==> src/sv/assert_macros.svh <==
// Assertion macros for the RTL, used by apd_recon. Each macro expects i_clk and i_rst_n in scope.
`ifndef ASSERT_MACROS_SVH
`define ASSERT_MACROS_SVH
`ifndef ASSERT_OFF
`define ASSERT_IMP(label, ante, cons) \
    label: assert property (@(posedge i_clk) disable iff (!i_rst_n) (ante) |-> (cons)) \
        else $error("assertion failed");
`define ASSERT_NXT(label, ante, cons) \
    label: assert property (@(posedge i_clk) disable iff (!i_rst_n) (ante) |=> (cons)) \
        else $error("assertion failed");
`else
`define ASSERT_IMP(label, ante, cons)
`define ASSERT_NXT(label, ante, cons)
`endif
`endif

==> src/sv/apd_pkg.sv <==
package apd_pkg;

    localparam int MAX_WIDTH = 2048;
    localparam int COL_W     = $clog2(MAX_WIDTH);
    localparam int WCFG_W    = 12;
    localparam int HCFG_W    = 16;
    localparam int CFG_DW    = 16;
    localparam int CFG_IW    = 2;
    localparam int CMP_W     = (COL_W + 1 > WCFG_W) ? COL_W + 1 : WCFG_W;
    localparam int PIX_W     = 32;

    localparam logic [CFG_IW-1:0] CFG_IDX_WIDTH  = 2'd0;
    localparam logic [CFG_IW-1:0] CFG_IDX_HEIGHT = 2'd1;
    localparam logic [CFG_IW-1:0] CFG_IDX_ALPHA  = 2'd2;

    localparam logic [7:0] ALPHA_OPAQUE = 8'hFF;

    // Position of one pixel in the image, worked out when it is accepted.
    typedef struct packed {
        logic             first_row;
        logic             first_col;
        logic [COL_W-1:0] col;
        logic             last;
        logic             alpha_on;
    } t_pos;

    function automatic logic [7:0] recon_lane(
        input logic       first_row,
        input logic       first_col,
        input logic [7:0] left,
        input logic [7:0] above,
        input logic [7:0] res
    );
        logic [8:0] sum;
        logic [7:0] pred;
        sum = {1'b0, left} + {1'b0, above};
        if (first_row && first_col) begin
            return res;
        end
        if (first_row) begin
            pred = left;
        end else if (first_col) begin
            pred = above;
        end else begin
            pred = sum[8:1];
        end
        return pred - res;
    endfunction

endpackage

==> src/sv/apd_ctrl.sv <==
module apd_ctrl (
    input  logic                          i_clk,
    input  logic                          i_rst_n,
    input  logic                          i_cfg_wr_en,
    input  logic [apd_pkg::CFG_IW-1:0]    i_cfg_index,
    input  logic [apd_pkg::CFG_DW-1:0]    i_cfg_wdata,
    input  logic                          i_accept,
    output apd_pkg::t_pos                 o_pos
);
    import apd_pkg::*;

    logic [WCFG_W-1:0] r_width;
    logic [HCFG_W-1:0] r_height;
    logic              r_alpha;
    logic [COL_W-1:0]  r_col;
    logic [HCFG_W-1:0] r_row;

    logic [CMP_W-1:0]  w_eff;
    logic [HCFG_W-1:0] h_eff;
    logic [CMP_W-1:0]  col_next;
    logic [HCFG_W:0]   row_next;
    logic              last_col;
    logic              last_row;

    // Width zero counts as one, and anything above the line store is saturated.
    always_comb begin
        if (r_width == '0) begin
            w_eff = CMP_W'(1);
        end else if (CMP_W'(r_width) > CMP_W'(MAX_WIDTH)) begin
            w_eff = CMP_W'(MAX_WIDTH);
        end else begin
            w_eff = CMP_W'(r_width);
        end
        h_eff    = (r_height == '0) ? HCFG_W'(1) : r_height;
        col_next = CMP_W'(r_col) + CMP_W'(1);
        row_next = {1'b0, r_row} + (HCFG_W + 1)'(1);
        last_col = col_next >= w_eff;
        last_row = row_next >= {1'b0, h_eff};
    end

    always_ff @(posedge i_clk) begin
        if (!i_rst_n) begin
            r_width  <= WCFG_W'(1);
            r_height <= HCFG_W'(1);
            r_alpha  <= 1'b1;
            r_col    <= '0;
            r_row    <= '0;
        end else begin
            if (i_cfg_wr_en) begin
                case (i_cfg_index)
                    CFG_IDX_WIDTH:  r_width  <= i_cfg_wdata[WCFG_W-1:0];
                    CFG_IDX_HEIGHT: r_height <= i_cfg_wdata[HCFG_W-1:0];
                    CFG_IDX_ALPHA:  r_alpha  <= i_cfg_wdata[0];
                    default: ;
                endcase
            end
            if (i_accept) begin
                if (last_col) begin
                    r_col <= '0;
                    r_row <= last_row ? '0 : row_next[HCFG_W-1:0];
                end else begin
                    r_col <= col_next[COL_W-1:0];
                end
            end
        end
    end

    assign o_pos.first_row = (r_row == '0);
    assign o_pos.first_col = (r_col == '0);
    assign o_pos.col       = r_col;
    assign o_pos.last      = last_col && last_row;
    assign o_pos.alpha_on  = r_alpha;

endmodule

==> config.mk <==
export PLATFORM = sky130hd
export DESIGN_NAME = apd_ctrl
export DESIGN_NICKNAME = d
export VERILOG_FILES = /design/src/sv/assert_macros.svh /design/src/sv/apd_pkg.sv /design/src/sv/apd_ctrl.sv
export SDC_FILE = /design/constraint.sdc
export NUM_CORES = 1
export LEC_CHECK = 0
export BUFFER_PORTS_ARGS = -buffer_cell sky130_fd_sc_hd__buf_2
export CORE_MARGIN = 2
export CORE_UTILIZATION = 59
export DETAILED_ROUTE_END_ITERATION = 6
export MAX_ROUTING_LAYER = met4
export PLACE_DENSITY = 0.84
export SLEW_MARGIN = 20
export SYNTH_ARGS = -nofsm -noshare
export SYNTH_HDL_FRONTEND = slang
export SYNTH_SLANG_ARGS = --single-unit
==> constraint.sdc <==
create_clock -name i_clk -period 5.1 [get_ports i_clk]
set_clock_uncertainty 0.15 [all_clocks]
set_input_delay 1.02 -clock i_clk [delete_from_list [all_inputs] [get_ports i_clk]]
set_output_delay 1.02 -clock i_clk [all_outputs]
set_load 0.02 [all_outputs]
Word-level counts from Yosys, hierarchy flattened. Cells that the tools add are included.

Word-level logic and storage cells: 27. Input bits: 22. Register bits after elaboration: 56. Output and inout port bits: 15.

$lt $le $gt $ge: 3. Mux-type cells: 5. Reductions and logical operators: 10. Add/sub/neg operators: 2. Equal/unequal tests: 2.

Operators by type and width (number): $logic_not 16->1 (2); $mux 16 (2); $mux 12 (2); $add 16x1->17 const B (1); $ge 17x16->1 (1); $add 11x1->12 const B (1); $ge 12x12->1 (1); $gt 12x12->1 const B (1); $logic_not 12->1 (1); $logic_not 11->1 (1); $mux 11 (1); $reduce_and 2->1 (4); $eq 2x1->1 const B (1); $eq 2x2->1 const B (1); $logic_not 2->1 (1); $logic_and 1x1->1 (1).

Logic depth before layout (Yosys ltp).
Depth after elaboration: 5. Depth in mapped cells: 13. Gate-level depth less buffers: 12.

Least setup slack after synthesis. OpenSTA, ideal clock, no wires.

Path type: reg-to-output. Start: register r_row[0]. End: output o_pos[1] in the netlist's numbering. Data required time: 3930 ps. Slack: 772 ps. Stages on the path, launching flop included: 12. Path buffers: 1. Data arrival time: 3158 ps. Cells stage by stage: dfxtp_1 -> ha_1 -> nand3_1 -> nor3_1 -> nand4_1 -> xnor2_1 -> ha_1 -> a21o_2 -> a221o_1 -> a2111oi_4 -> buf_6 -> nor2_1.

RTL lines: start, declared (RTL line apd_ctrl.sv:16) `logic [HCFG_W-1:0] r_row;`; start signal, assigned (RTL line apd_ctrl.sv:60) `r_row <= last_row ? '0 : row_next[HCFG_W-1:0];`; end, declared (RTL line apd_ctrl.sv:8) `output apd_pkg::t_pos o_pos`.

==> results.sh <==
export IMPL_status="complete, no violations"
export IMPL_cap_violations=0
export IMPL_via_per_inst=6.20
export IMPL_die_w_um=82.4
export IMPL_fin_cells=568
export IMPL_diodes=0
export IMPL_worstSkewPairLatency_ns=0.32
export IMPL_crit_fanout=6
export IMPL_cts_tree="done"
export IMPL_syn_nets=531
export IMPL_power_uw=946
export IMPL_period_share_pct=92.1
export IMPL_critical_path_class="register to output pin"
export IMPL_grt_pass1_vias=3163
export IMPL_ys_flop_type="dfxtp_1"
export IMPL_critPathRequiredTime_ns=3.93
export IMPL_synthCells=477
export IMPL_leakage_uw=0.00146
export IMPL_synth_area_leaders="dfxtp_1, ha_1, nand2_1, a21oi_1, nand3_1"
export IMPL_synth_top_area_share_pct=30.9
export IMPL_ys_warn_count=0
export IMPL_final_util_pct=65.5
export IMPL_num_vias=3523
export IMPL_clockRootBuffer="clkbuf_8"
export IMPL_crit_arrival_ns=3.53
export IMPL_nets=546
export IMPL_stdcell_area_mm2=0.00388
export IMPL_gr_total_overflow=0
export IMPL_rows=28
export IMPL_async_reset_ff_share_pct=0
export IMPL_worst_pin_slew_ns=0.993
export IMPL_drive_above_1_share_pct=12.6
export IMPL_wl_per_cell_um=16.0
export IMPL_area_growth_syn_to_layout_pct=7.04
export IMPL_die_area_mm2=0.00678
export IMPL_fmax_mhz=213
export IMPL_place_congestion=0.912
export IMPL_initial_utilization_pct=61.2
export IMPL_cts_sinks=56
export IMPL_die_h_um=82.4
export IMPL_cts_inserted_buffers=5
export IMPL_post_route_drc_count=0
export IMPL_synth_edff_count=0
export IMPL_placedInstanceArea_mm2=0.00378
export IMPL_worst_setup_path_start_kind="register"
export IMPL_clk_pin_slew_ns=0.11
export IMPL_antenna_found_initial=0
export IMPL_ys_seq_area_share_pct=30.9
export IMPL_final_antenna_net_count=0
export IMPL_drt_iter0_drc=299
export IMPL_firstDrtPassIters=4
export IMPL_track_usage_pct=28.6
export IMPL_core_area_mm2=0.00592
export IMPL_final_cell_mix="nand2_1, dfxtp_1, a21oi_1"
export IMPL_post_cts_buffers=0
export IMPL_netlist_area_mm2=0.00362
export IMPL_ys_types=53
export IMPL_port_buffers=36
export IMPL_multi_input_area_mm2=0.00226
export IMPL_powerDensity_mw_per_mm2=244
export IMPL_ctsHoldBuffers=0
export IMPL_fin_crit_ns=4.70
export IMPL_hold_viol_final=0
export IMPL_io_pins=37
export IMPL_wl_mm=9.10
export IMPL_grt_pass1_wl_mm=14.7
export IMPL_setup_violations=0
export IMPL_htree_levels=2
export IMPL_rsz0062_at_grt="false"
export IMPL_numPlacedInstances=560
export IMPL_finalSetupTns_ns=0
export IMPL_final_common_cell="nand2_1"
export IMPL_grt_max_degree=35
export IMPL_cts_max_path_buffers=2
export IMPL_maxSlewViolCount=0
export IMPL_yosysTopAreaCell="dfxtp_1"
export IMPL_ys_seq_elements=56
export IMPL_n_fill_cell=521
export IMPL_place_hpwl_mm=6.53
export IMPL_end_kind="output pin"
export IMPL_final_seq_area_mm2=0.00112
export IMPL_hold_class="register to register"
export IMPL_synth_avg_cell_area_um2=7.60
export IMPL_maxSlewHeadroom_pct=33.6
export IMPL_worst_ir_drop_vdd_uv=137
[through the flow]
stage	setup slack, ns	hold WS [ns]
detailed placement	0.610	0.317
global route	0.206	0.355
global placement	0.856	0.308
floorplan	0.772	0.291
finish	0.401	0.333
CTS	0.224	0.334
[registers in the layout, indices dropped and copies added (netlist names)]
name / count
r_width: 12
r_height: 16
r_row: 16
r_col: 11
r_alpha: 1
[timing repair]
item / 4_1_cts / 5_1_grt
resized for setup: 0 / 1
hold endpoints to repair: 0 / 0
endpoints found under the setup margin: 0 / 1
[worst max-delay path: stages (launching register included)]
cell       delay (ns)
dfxtp_1          0.45
ha_1             0.26
nand3_1          0.23
nor3_2           0.43
nand4_1          0.24
xnor2_1          0.19
ha_1             0.32
a21o_2           0.20
a221o_1          0.38
a2111oi_4        0.24
nor2_1           0.10
buf_2            0.17
[synth_stat cells, types with 11 or more instances]
cell	count
a21oi_1	46
inv_1	25
ha_1	32
clkbuf_1	23
dfxtp_1	56
nor2_1	16
nor4_1	11
nand3_1	38
xnor2_1	17
nand4_1	12
nand2_1	88
o21ai_0	16
a31oi_1	12
[layout make-up]
class                   count  area share [%]
clock inverters             3           0.677
inverters                  26            2.52
multi-input cells         363            58.3
repair buffers             40            5.42
flip-flops and latches     56            28.9
clock buffers               5            1.77
well taps                  75            2.42
[worst paths after layout]
check | start | end | slack (ns) | cells past startpoint
min | r_width[4]$_SDFFE_PN0P_ | r_width[4]$_SDFFE_PN0P_ | 0.33 | 2
min reg2reg | r_width[4]$_SDFFE_PN0P_ | r_width[4]$_SDFFE_PN0P_ | 0.33 | 2
max | r_row[0]$_SDFFE_PN0P_ | o_pos[1] | 0.40 | 11
max reg2reg | r_row[0]$_SDFFE_PN0P_ | r_row[2]$_SDFFE_PN0P_ | 1.24 | 12
[logic make-up (layout without fill, tap and decap cells)]
logic type / after synthesis / after routing / synth area share [%]
AND/OR/NAND/NOR: 207 / 207 / 27.9
adder cells (fa/ha/maj): 32 / 32 / 11.0
flip-flops: 56 / 56 / 30.9
AO/OA/AOI/OAI: 99 / 99 / 17.2
buffers and inverters: 58 / 74 / 6.80
XOR/XNOR: 23 / 23 / 5.56
multiplexers: 2 / 2 / 0.587
[power breakdown]
| group | total, uW | internal (uW) | switching, uW |
|---|---|---|---|
| Clock | 269 | 101 | 168 |
| Combinational | 217 | 72.7 | 145 |
| Sequential | 460 | 448 | 11.8 |
[per-layer routing]
| layer | share of wire (%) | GRT usage [%] | up-vias | wire length, um |
|---|---|---|---|---|
| met2 | 50 | 47.7 | 120 | 4590 |
| met4 | 1.8 | 7.83 | 0 | 167 |
| met3 | 5.1 | 4.02 | 15 | 460 |
| li1 | - | - | 1707 | - |
| met5 | 0 | - | - | 0 |
| met1 | 43 | 36.3 | 1681 | 3890 |
Note: power is estimated with default switching activity, not from simulation.
