## src/sv/assert_macros.svh

```systemverilog
// Assertion macros for the RTL, used by apd_recon. Each macro expects i_clk and i_rst_n in scope.
`ifndef ASSERT_MACROS_SVH
`define ASSERT_MACROS_SVH
`ifndef ASSERT_OFF
`define ASSERT_IMP(label, ante, cons) \
    label: assert property (@(posedge i_clk) disable iff (!i_rst_n) (ante) |-> (cons)) \
        else $error("assertion failed");
`define ASSERT_NXT(label, ante, cons) \
    label: assert property (@(posedge i_clk) disable iff (!i_rst_n) (ante) |=> (cons)) \
        else $error("assertion failed");
`else
`define ASSERT_IMP(label, ante, cons)
`define ASSERT_NXT(label, ante, cons)
`endif
`endif

```

## src/sv/apd_pkg.sv

```systemverilog
package apd_pkg;

    localparam int MAX_WIDTH = 2048;
    localparam int COL_W     = $clog2(MAX_WIDTH);
    localparam int WCFG_W    = 12;
    localparam int HCFG_W    = 16;
    localparam int CFG_DW    = 16;
    localparam int CFG_IW    = 2;
    localparam int CMP_W     = (COL_W + 1 > WCFG_W) ? COL_W + 1 : WCFG_W;
    localparam int PIX_W     = 32;

    localparam logic [CFG_IW-1:0] CFG_IDX_WIDTH  = 2'd0;
    localparam logic [CFG_IW-1:0] CFG_IDX_HEIGHT = 2'd1;
    localparam logic [CFG_IW-1:0] CFG_IDX_ALPHA  = 2'd2;

    localparam logic [7:0] ALPHA_OPAQUE = 8'hFF;

    // Position of one pixel in the image, worked out when it is accepted.
    typedef struct packed {
        logic             first_row;
        logic             first_col;
        logic [COL_W-1:0] col;
        logic             last;
        logic             alpha_on;
    } t_pos;

    function automatic logic [7:0] recon_lane(
        input logic       first_row,
        input logic       first_col,
        input logic [7:0] left,
        input logic [7:0] above,
        input logic [7:0] res
    );
        logic [8:0] sum;
        logic [7:0] pred;
        sum = {1'b0, left} + {1'b0, above};
        if (first_row && first_col) begin
            return res;
        end
        if (first_row) begin
            pred = left;
        end else if (first_col) begin
            pred = above;
        end else begin
            pred = sum[8:1];
        end
        return pred - res;
    endfunction

endpackage

```

## src/sv/apd_recon.sv

```systemverilog
`include "assert_macros.svh"

module apd_recon (
    input  logic                         i_clk,
    input  logic                         i_rst_n,
    input  logic                         i_in_valid,
    output logic                         o_in_ready,
    input  logic [apd_pkg::PIX_W-1:0]    i_in_data,
    input  apd_pkg::t_pos                i_pos,
    output logic                         o_accept,
    input  logic [apd_pkg::PIX_W-1:0]    i_above,
    output logic                         o_wr_en,
    output logic [apd_pkg::COL_W-1:0]    o_wr_addr,
    output logic [apd_pkg::PIX_W-1:0]    o_wr_data,
    output logic                         o_out_valid,
    input  logic                         i_out_ready,
    output logic [apd_pkg::PIX_W-1:0]    o_out_data,
    output logic                         o_out_last
);
    import apd_pkg::*;

    logic             r_s1_valid;
    logic [PIX_W-1:0] r_s1_res;
    t_pos             r_s1_pos;
    logic             r_fwd;
    logic [PIX_W-1:0] r_left;
    logic             r_out_valid;
    logic [PIX_W-1:0] r_out_data;
    logic             r_out_last;

    logic             s1_adv;
    logic             accept;
    logic             n_fwd;
    logic [PIX_W-1:0] above;
    logic [PIX_W-1:0] pixel;

    assign s1_adv = r_s1_valid && (!r_out_valid || i_out_ready);
    assign o_in_ready = !r_s1_valid || s1_adv;
    assign accept = i_in_valid && o_in_ready;

    // With a one-pixel row the line store is read at the same edge as the previous
    // pixel is written, so the read data is stale; the left pixel is the right value.
    always_comb begin
        if (accept) begin
            n_fwd = s1_adv && (r_s1_pos.col == i_pos.col);
        end else if (s1_adv) begin
            n_fwd = 1'b0;
        end else begin
            n_fwd = r_fwd;
        end
    end

    assign above = r_fwd ? r_left : i_above;

    always_comb begin
        for (int c = 0; c < 4; c++) begin
            pixel[8*c +: 8] = recon_lane(r_s1_pos.first_row, r_s1_pos.first_col,
                                         r_left[8*c +: 8], above[8*c +: 8],
                                         r_s1_res[8*c +: 8]);
        end
        if (!r_s1_pos.alpha_on) begin
            pixel[PIX_W-1 -: 8] = ALPHA_OPAQUE;
        end
    end

    always_ff @(posedge i_clk) begin
        if (!i_rst_n) begin
            r_s1_valid  <= 1'b0;
            r_fwd       <= 1'b0;
            r_out_valid <= 1'b0;
            r_left      <= '0;
        end else begin
            r_fwd <= n_fwd;
            if (accept) begin
                r_s1_valid <= 1'b1;
            end else if (s1_adv) begin
                r_s1_valid <= 1'b0;
            end
            if (s1_adv) begin
                r_out_valid <= 1'b1;
                r_left      <= pixel;
            end else if (i_out_ready) begin
                r_out_valid <= 1'b0;
            end
        end
    end

    always_ff @(posedge i_clk) begin
        if (accept) begin
            r_s1_res <= i_in_data;
            r_s1_pos <= i_pos;
        end
        if (s1_adv) begin
            r_out_data <= pixel;
            r_out_last <= r_s1_pos.last;
        end
    end

    assign o_accept    = accept;
    assign o_wr_en     = s1_adv;
    assign o_wr_addr   = r_s1_pos.col;
    assign o_wr_data   = pixel;
    assign o_out_valid = r_out_valid;
    assign o_out_data  = r_out_data;
    assign o_out_last  = r_out_last;

    `ASSERT_IMP(a_fwd_has_item, r_fwd, r_s1_valid)
    `ASSERT_IMP(a_stall_holds_item, !o_in_ready, r_s1_valid && r_out_valid)
    `ASSERT_NXT(a_adv_gives_result, s1_adv, r_out_valid && r_left == r_out_data)
    `ASSERT_NXT(a_first_pass, s1_adv && r_s1_pos.first_row && r_s1_pos.first_col, r_out_data[7:0] == $past(r_s1_res[7:0]))

endmodule

```

## config.mk

```make
export PLATFORM = sky130hd
export DESIGN_NAME = apd_recon
export DESIGN_NICKNAME = d
export VERILOG_FILES = /design/src/sv/apd_pkg.sv /design/src/sv/apd_recon.sv
export VERILOG_INCLUDE_DIRS = /design/src /design/src/sv
export SDC_FILE = /design/constraint.sdc
export NUM_CORES = 1
export LEC_CHECK = 0
export BUFFER_PORTS_ARGS = -buffer_cell sky130_fd_sc_hd__clkbuf_2
export CORE_MARGIN = 2
export CORE_UTILIZATION = 35
export DETAILED_ROUTE_END_ITERATION = 8
export GPL_ROUTABILITY_DRIVEN = 0
export PLACE_DENSITY = 0.58
export RECOVER_POWER = 100
export SETUP_SLACK_MARGIN = 0.1
export SKIP_LAST_GASP = 1
export SYNTH_ARGS = -nofsm -noshare
export SYNTH_HDL_FRONTEND = slang
export SYNTH_SLANG_ARGS = --single-unit
```

## constraint.sdc

```tcl
create_clock -name i_clk -period 5.2 [get_ports i_clk]
set_input_delay 0.52 -clock i_clk [delete_from_list [all_inputs] [get_ports i_clk]]
set_output_delay 0.52 -clock i_clk [all_outputs]
set_load 0.03 [all_outputs]
```

Yosys cells after proc, flatten, opt, wreduce, memory -nomap -nowiden
Index checks and enable logic that the tools add are counted.
{"block": "totals", "ram_bits": 0, "latchBits": 0, "register_bits": 115, "mem_bits_ro": 0, "inputBits": 83, "memories": 0}
{"block": "classes", "muxes": 28, "div_mod_pow": 0, "bitwise_logic": 0, "n_eq_ne": 1, "addsub": 8, "n_lt_le_gt_ge": 0, "shift": 0, "n_reduce_logical": 10, "mul": 0}
{"operator": "8-bit 2-to-1 mux", "count": 21}
{"operator": "8-bit by 8-bit adder with 9-bit output", "count": 4}
{"operator": "32-bit 2-to-1 mux", "count": 1}
{"operator": "8-bit subtractor", "count": 4}
{"operator": "11-bit == test", "count": 1}
{"operator": "1-bit 2-to-1 mux", "count": 6}
{"operator": "1-bit logical AND", "count": 4}
{"operator": "2-bit nonzero test", "count": 2}
{"operator": "1-bit logical NOT", "count": 2}
{"operator": "1-bit logical OR", "count": 2}

Logic depth before layout (Yosys ltp)
{"block": "logic_depth", "word_depth": 8, "ltp_mapped": 18, "depth_no_buf": 15}

Worst setup path before layout
Ideal clock, no wire load.
{"block": "synth_timing", "path_type": "register to output", "start": "reg r_fwd", "end": "out o_wr_data[15] in the netlist's numbering", "path_buffers": 3, "t_required_ps": 4680, "arrival_time_ps": 4372, "path_slack_ps": 308, "path_stages_with_launch": 19, "cell_sequence": "dfxtp_1 -> buf_6 -> clkbuf_1 -> buf_2 -> mux2_2 -> fa_1 -> a211oi_1 -> o21bai_1 -> a21oi_1 -> xor2_1 -> o211ai_1 -> o21a_1 -> ha_1 -> nand2_1 -> o21ai_0 -> o21ai_0 -> a21oi_1 -> o21ai_0 -> xnor2_1"}
{"block": "synth_via", "elab_chain_len": 7}
{"item": "start: declaration", "line_no": "apd_recon.sv:25", "text": "logic r_fwd;"}
{"item": "start signal: assignment", "line_no": "apd_recon.sv:73", "text": "r_fwd <= n_fwd;"}
{"item": "32-bit 2-to-1 mux (*)", "line_no": "apd_recon.sv:53", "text": "assign above = r_fwd ? r_left : i_above;"}
{"item": "8-bit by 8-bit adder with 9-bit output", "line_no": "apd_pkg.sv:36", "text": "sum = {1'b0, left} + {1'b0, above};"}
{"item": "8-bit 2-to-1 mux (*)", "line_no": "apd_pkg.sv:42", "text": "end else if (first_col) begin"}
{"item": "8-bit 2-to-1 mux (*) (2 in a row)", "line_no": "apd_pkg.sv:40", "text": "if (first_row) begin"}
{"item": "8-bit subtractor (*)", "line_no": "apd_pkg.sv:47", "text": "return pred - res;"}
{"item": "8-bit 2-to-1 mux (*)", "line_no": "apd_pkg.sv:40"}
{"item": "end: declaration", "line_no": "apd_recon.sv:14", "text": "output logic [apd_pkg::PIX_W-1:0] o_wr_data,"}
Every way passes the cells marked *; elsewhere a longest branch is shown, timed or not. The select of a mux whose other input is x is not followed.

Final worst setup path
{"block": "layout_timing", "start": "reg r_fwd", "end": "out o_wr_data[23] in the netlist's numbering"}
Same word-level chain as after synthesis.

==> results by group <==
CTS
  • Cts hold-fix bufs: 0
  • Longest Clk Path Bufs: 2
  • Level count of the clock H-tree: 4
  • Worst-skew pair later-pin latency: 420 ps
  • Cts bufs inserted: 17
  • CTS tree: built
  • Reg clk slew, reported paths: 60 ps
  • CTS root buf: clkbuf_16
  • # clock sinks: 115

Global routing
  • Largest net degree at the start of global routing: 38
  • Met1 Track Usage GR: 25.6%
  • Grt peak-use layer: met2
  • First-pass GRT wire length: 34400 µm
  • Number of global-route vias before repair: 6442
  • Tot GR Track Use: 18.5%
  • GRT overflow: 0
  • Routing usage on met3: 4.06%
  • Met2 usage: 29.2%
  • Initial antenna violation count: 1

Final layout
  • Most frequent cells in the layout: 94 x clkbuf_2, 89 x nand2_1, 80 x edfxtp_1
  • Post-route cell area: 0.00967 mm²
  • Area grow syn2layout: 22.5%
  • FILL cells: 2184
  • Nets: 1152
  • Layout cells sized above 1: 20.1%
  • N_diodes: 0
  • Most common cell after layout, fill and taps aside: clkbuf_2

Synthesis
  • Post-Syn Nets: 992
  • Syn Area/Cell: 9.34 µm²
  • Top_reg_cell synth: edfxtp_1
  • Post-synth EDFFs: 80
  • Synth unique cells: 56
  • Synth Register Bits: approximately 120
  • FFs w/ async S/R, synth: 0%
  • Mapped cell area: 0.00789 mm²
  • Yosys warnings: 0
  • Syn Inst Count: between 800 and 900
  • Share of the yosys chip area belonging to registers: 39.3%

Status
  • Outcome: finished, violations left
  • Failing checks: capacitance limit, slew limit

Setup path
  • Worst EP required: 4680 ps
  • Crit path max fanout: 8
  • CP Launch Type: flip-flop
  • Crit Path Class: reg2out
  • Crit path DAT: 4350 ps
  • Worst Setup End Kind: primary output

STA
  • Slew margin rel.: -38.7%
  • Fmax: 0.205 GHz
  • RSZ-0062 raised after global routing: false
  • Fin crit period: between 4000 and 5000 ps
  • Count of pins over their slew limit: between 100 and 150
  • Clock Skews: around 10 ps
  • Final setup viols: 0
  • Actual slew at the worst max-slew pin: 2080 ps
  • Fin Setup TNS: 0 ps
  • Final period util: 93.7%
  • Hold Vio Cnt, Final: 0

Routing
  • DRT antenna net count: 0
  • Post-route DRC: 0
  • DRT Wirelength: 22300 µm
  • Initial DRC Count: 375
  • First-pass DRT Iterations: 6
  • Avg WL per Cell: around 17 µm
  • Via Count: 6854
  • Vias/cell: roughly 5.3

Pwr
  • Pwr Density: 348 mW/mm²
  • Peak supply drop: 0.191 mV
  • Static leakage: 3.96 nW

Place
  • Half-perimeter wire length after placement: between 15000 and 20000 µm
  • IO buf count: 162
  • Placed inst area: 0.00894 mm²

Job
  • Max-cap viol count: 4

Floorplanning
  • I/O pins: 163
  • Starting Density: 35.9%
  • Die Span Y: 154 µm
  • Core area: 0.0220 mm²
  • Overall die width: 154 µm
  • Die area: 0.0238 mm²
  • # rows: 54

Hold path
  • HP Class: in2reg
==> cell type report <==
type / instances / area, µm² / area share (%)
flip-flops and latches: 115 / 3110 / 32.1
clock inverters: 10 / 155 / 1.60
repair buffers: 188 / 938 / 9.70
clock buffers: 22 / 474 / 4.90
multi-input cells: 638 / 4480 / 46.3
inverters: 45 / 169 / 1.75
well taps: 280 / 350 / 3.62
==> state kept, by name (all words and copies together), names as in the netlist <==
register     count
o_wr_addr       11
o_out_data      32
r_fwd            1
o_out_valid      1
r_left          32
r_s1_res        32
r_s1_pos         4
o_out_last       1
r_s1_valid       1
==> report_power, final <==
group	switching [mW]	leakage, nW	internal (mW)	total (mW)
sequential	0.0452	1.05	1.06	1.11
clock	0.446	0.306	0.837	1.28
combinational	0.615	2.60	0.357	0.972
total	1.11	3.96	2.26	3.36
==> synth_stat cells, drive strengths merged (6+ instances only) <==
library cell | count | area share, %
mux2 | 28 | 4.0
a211oi | 18 | 1.7
ha | 56 | 8.9
a31oi | 6 | 0.48
dfxtp | 35 | 8.9
buf | 22 | 1.7
or3 | 6 | 0.48
fa | 8 | 2.0
edfxtp | 80 | 30
nor3b | 11 | 1.0
nand3 | 25 | 1.6
and3 | 9 | 0.71
o21ai | 65 | 4.1
a21oi | 42 | 2.7
xnor2 | 24 | 2.7
inv | 44 | 2.1
o21a | 32 | 3.0
o31ai | 6 | 0.57
o21bai | 11 | 1.0
clkbuf | 25 | 1.2
nor3 | 15 | 0.95
a21o | 10 | 0.95
nor2 | 64 | 3.0
a21boi | 13 | 1.2
xor2 | 21 | 2.3
nand2 | 89 | 4.2
o211ai | 21 | 2.0
==> final timing paths <==
kind / endpoint / slack, ps / depth (start not counted) / start
setup / recovery: o_wr_data[23] / 330 / 18 / r_fwd$_SDFFE_PN0P_
hold / removal: r_s1_pos[1]$_DFFE_PP_ / 270 / 1 / i_pos[1]
setup reg to reg: r_fwd$_SDFFE_PN0P_ / 900 / 6 / o_out_valid$_SDFFE_PN0P_
hold reg to reg: o_out_last$_DFFE_PP_ / 430 / 0 / r_s1_pos[1]$_DFFE_PP_
==> layer usage <==
metal  vias up  part of all wire, %
met1      3204                   48
met5         -                0.072
met4         2                  1.5
met3        29                  6.1
li1       3408                    -
met2       211                   44
==> per-stage QoR <==
stage | setup slack, ps | util (%) | instances | hold slack (ps) | total power [mW]
4_1_cts | 65.2 | 43.7 | 1288 | 251 | 3.37
3_5_place_dp | 311 | 40.7 | 1254 | 416 | 2.07
3_3_place_gp | 345 | 40.7 | 1254 | 409 | 2.06
6_report | 325 | 44.1 | 1298 | 269 | 3.36
2_1_floorplan | 308 | - | 845 | 400 | 1.82
5_1_grt | 46.4 | 44.1 | 1298 | 260 | 3.53
==> critical path, stage by stage, from the launching register on <==
cell and delay (ps):
dfxtp_4 430, clkbuf_4 170, clkbuf_4 120, mux2_1 360, fa_1 450, a211oi_2 280
o21bai_1 110, a21oi_1 180, xnor2_1 140, o211ai_1 100, o21a_1 130, ha_1 340
nand2_1 90, o21ai_2 200, o21ai_2 100, and3_1 190, o21ai_1 160, xnor2_1 180
buf_4 200
==> timing repair <==
action / 4_1_cts / 5_1_grt
pin swaps: 0 / 7
setup endpoints to repair: 6 / 6
cloned: 0 / 0
resized for setup: 5 / 40
buffers inserted: 2 / 10
==> logic make-up after synthesis <==
logic type	after synthesis	synth area share, %
compound gates	256	21.3
mux	33	4.68
flops	115	39.3
buf+inv	92	5.06
simple gates	240	13.8
fa+ha+maj	64	10.9
xor+xnor	45	4.99
(Power assumes the default switching activity.)
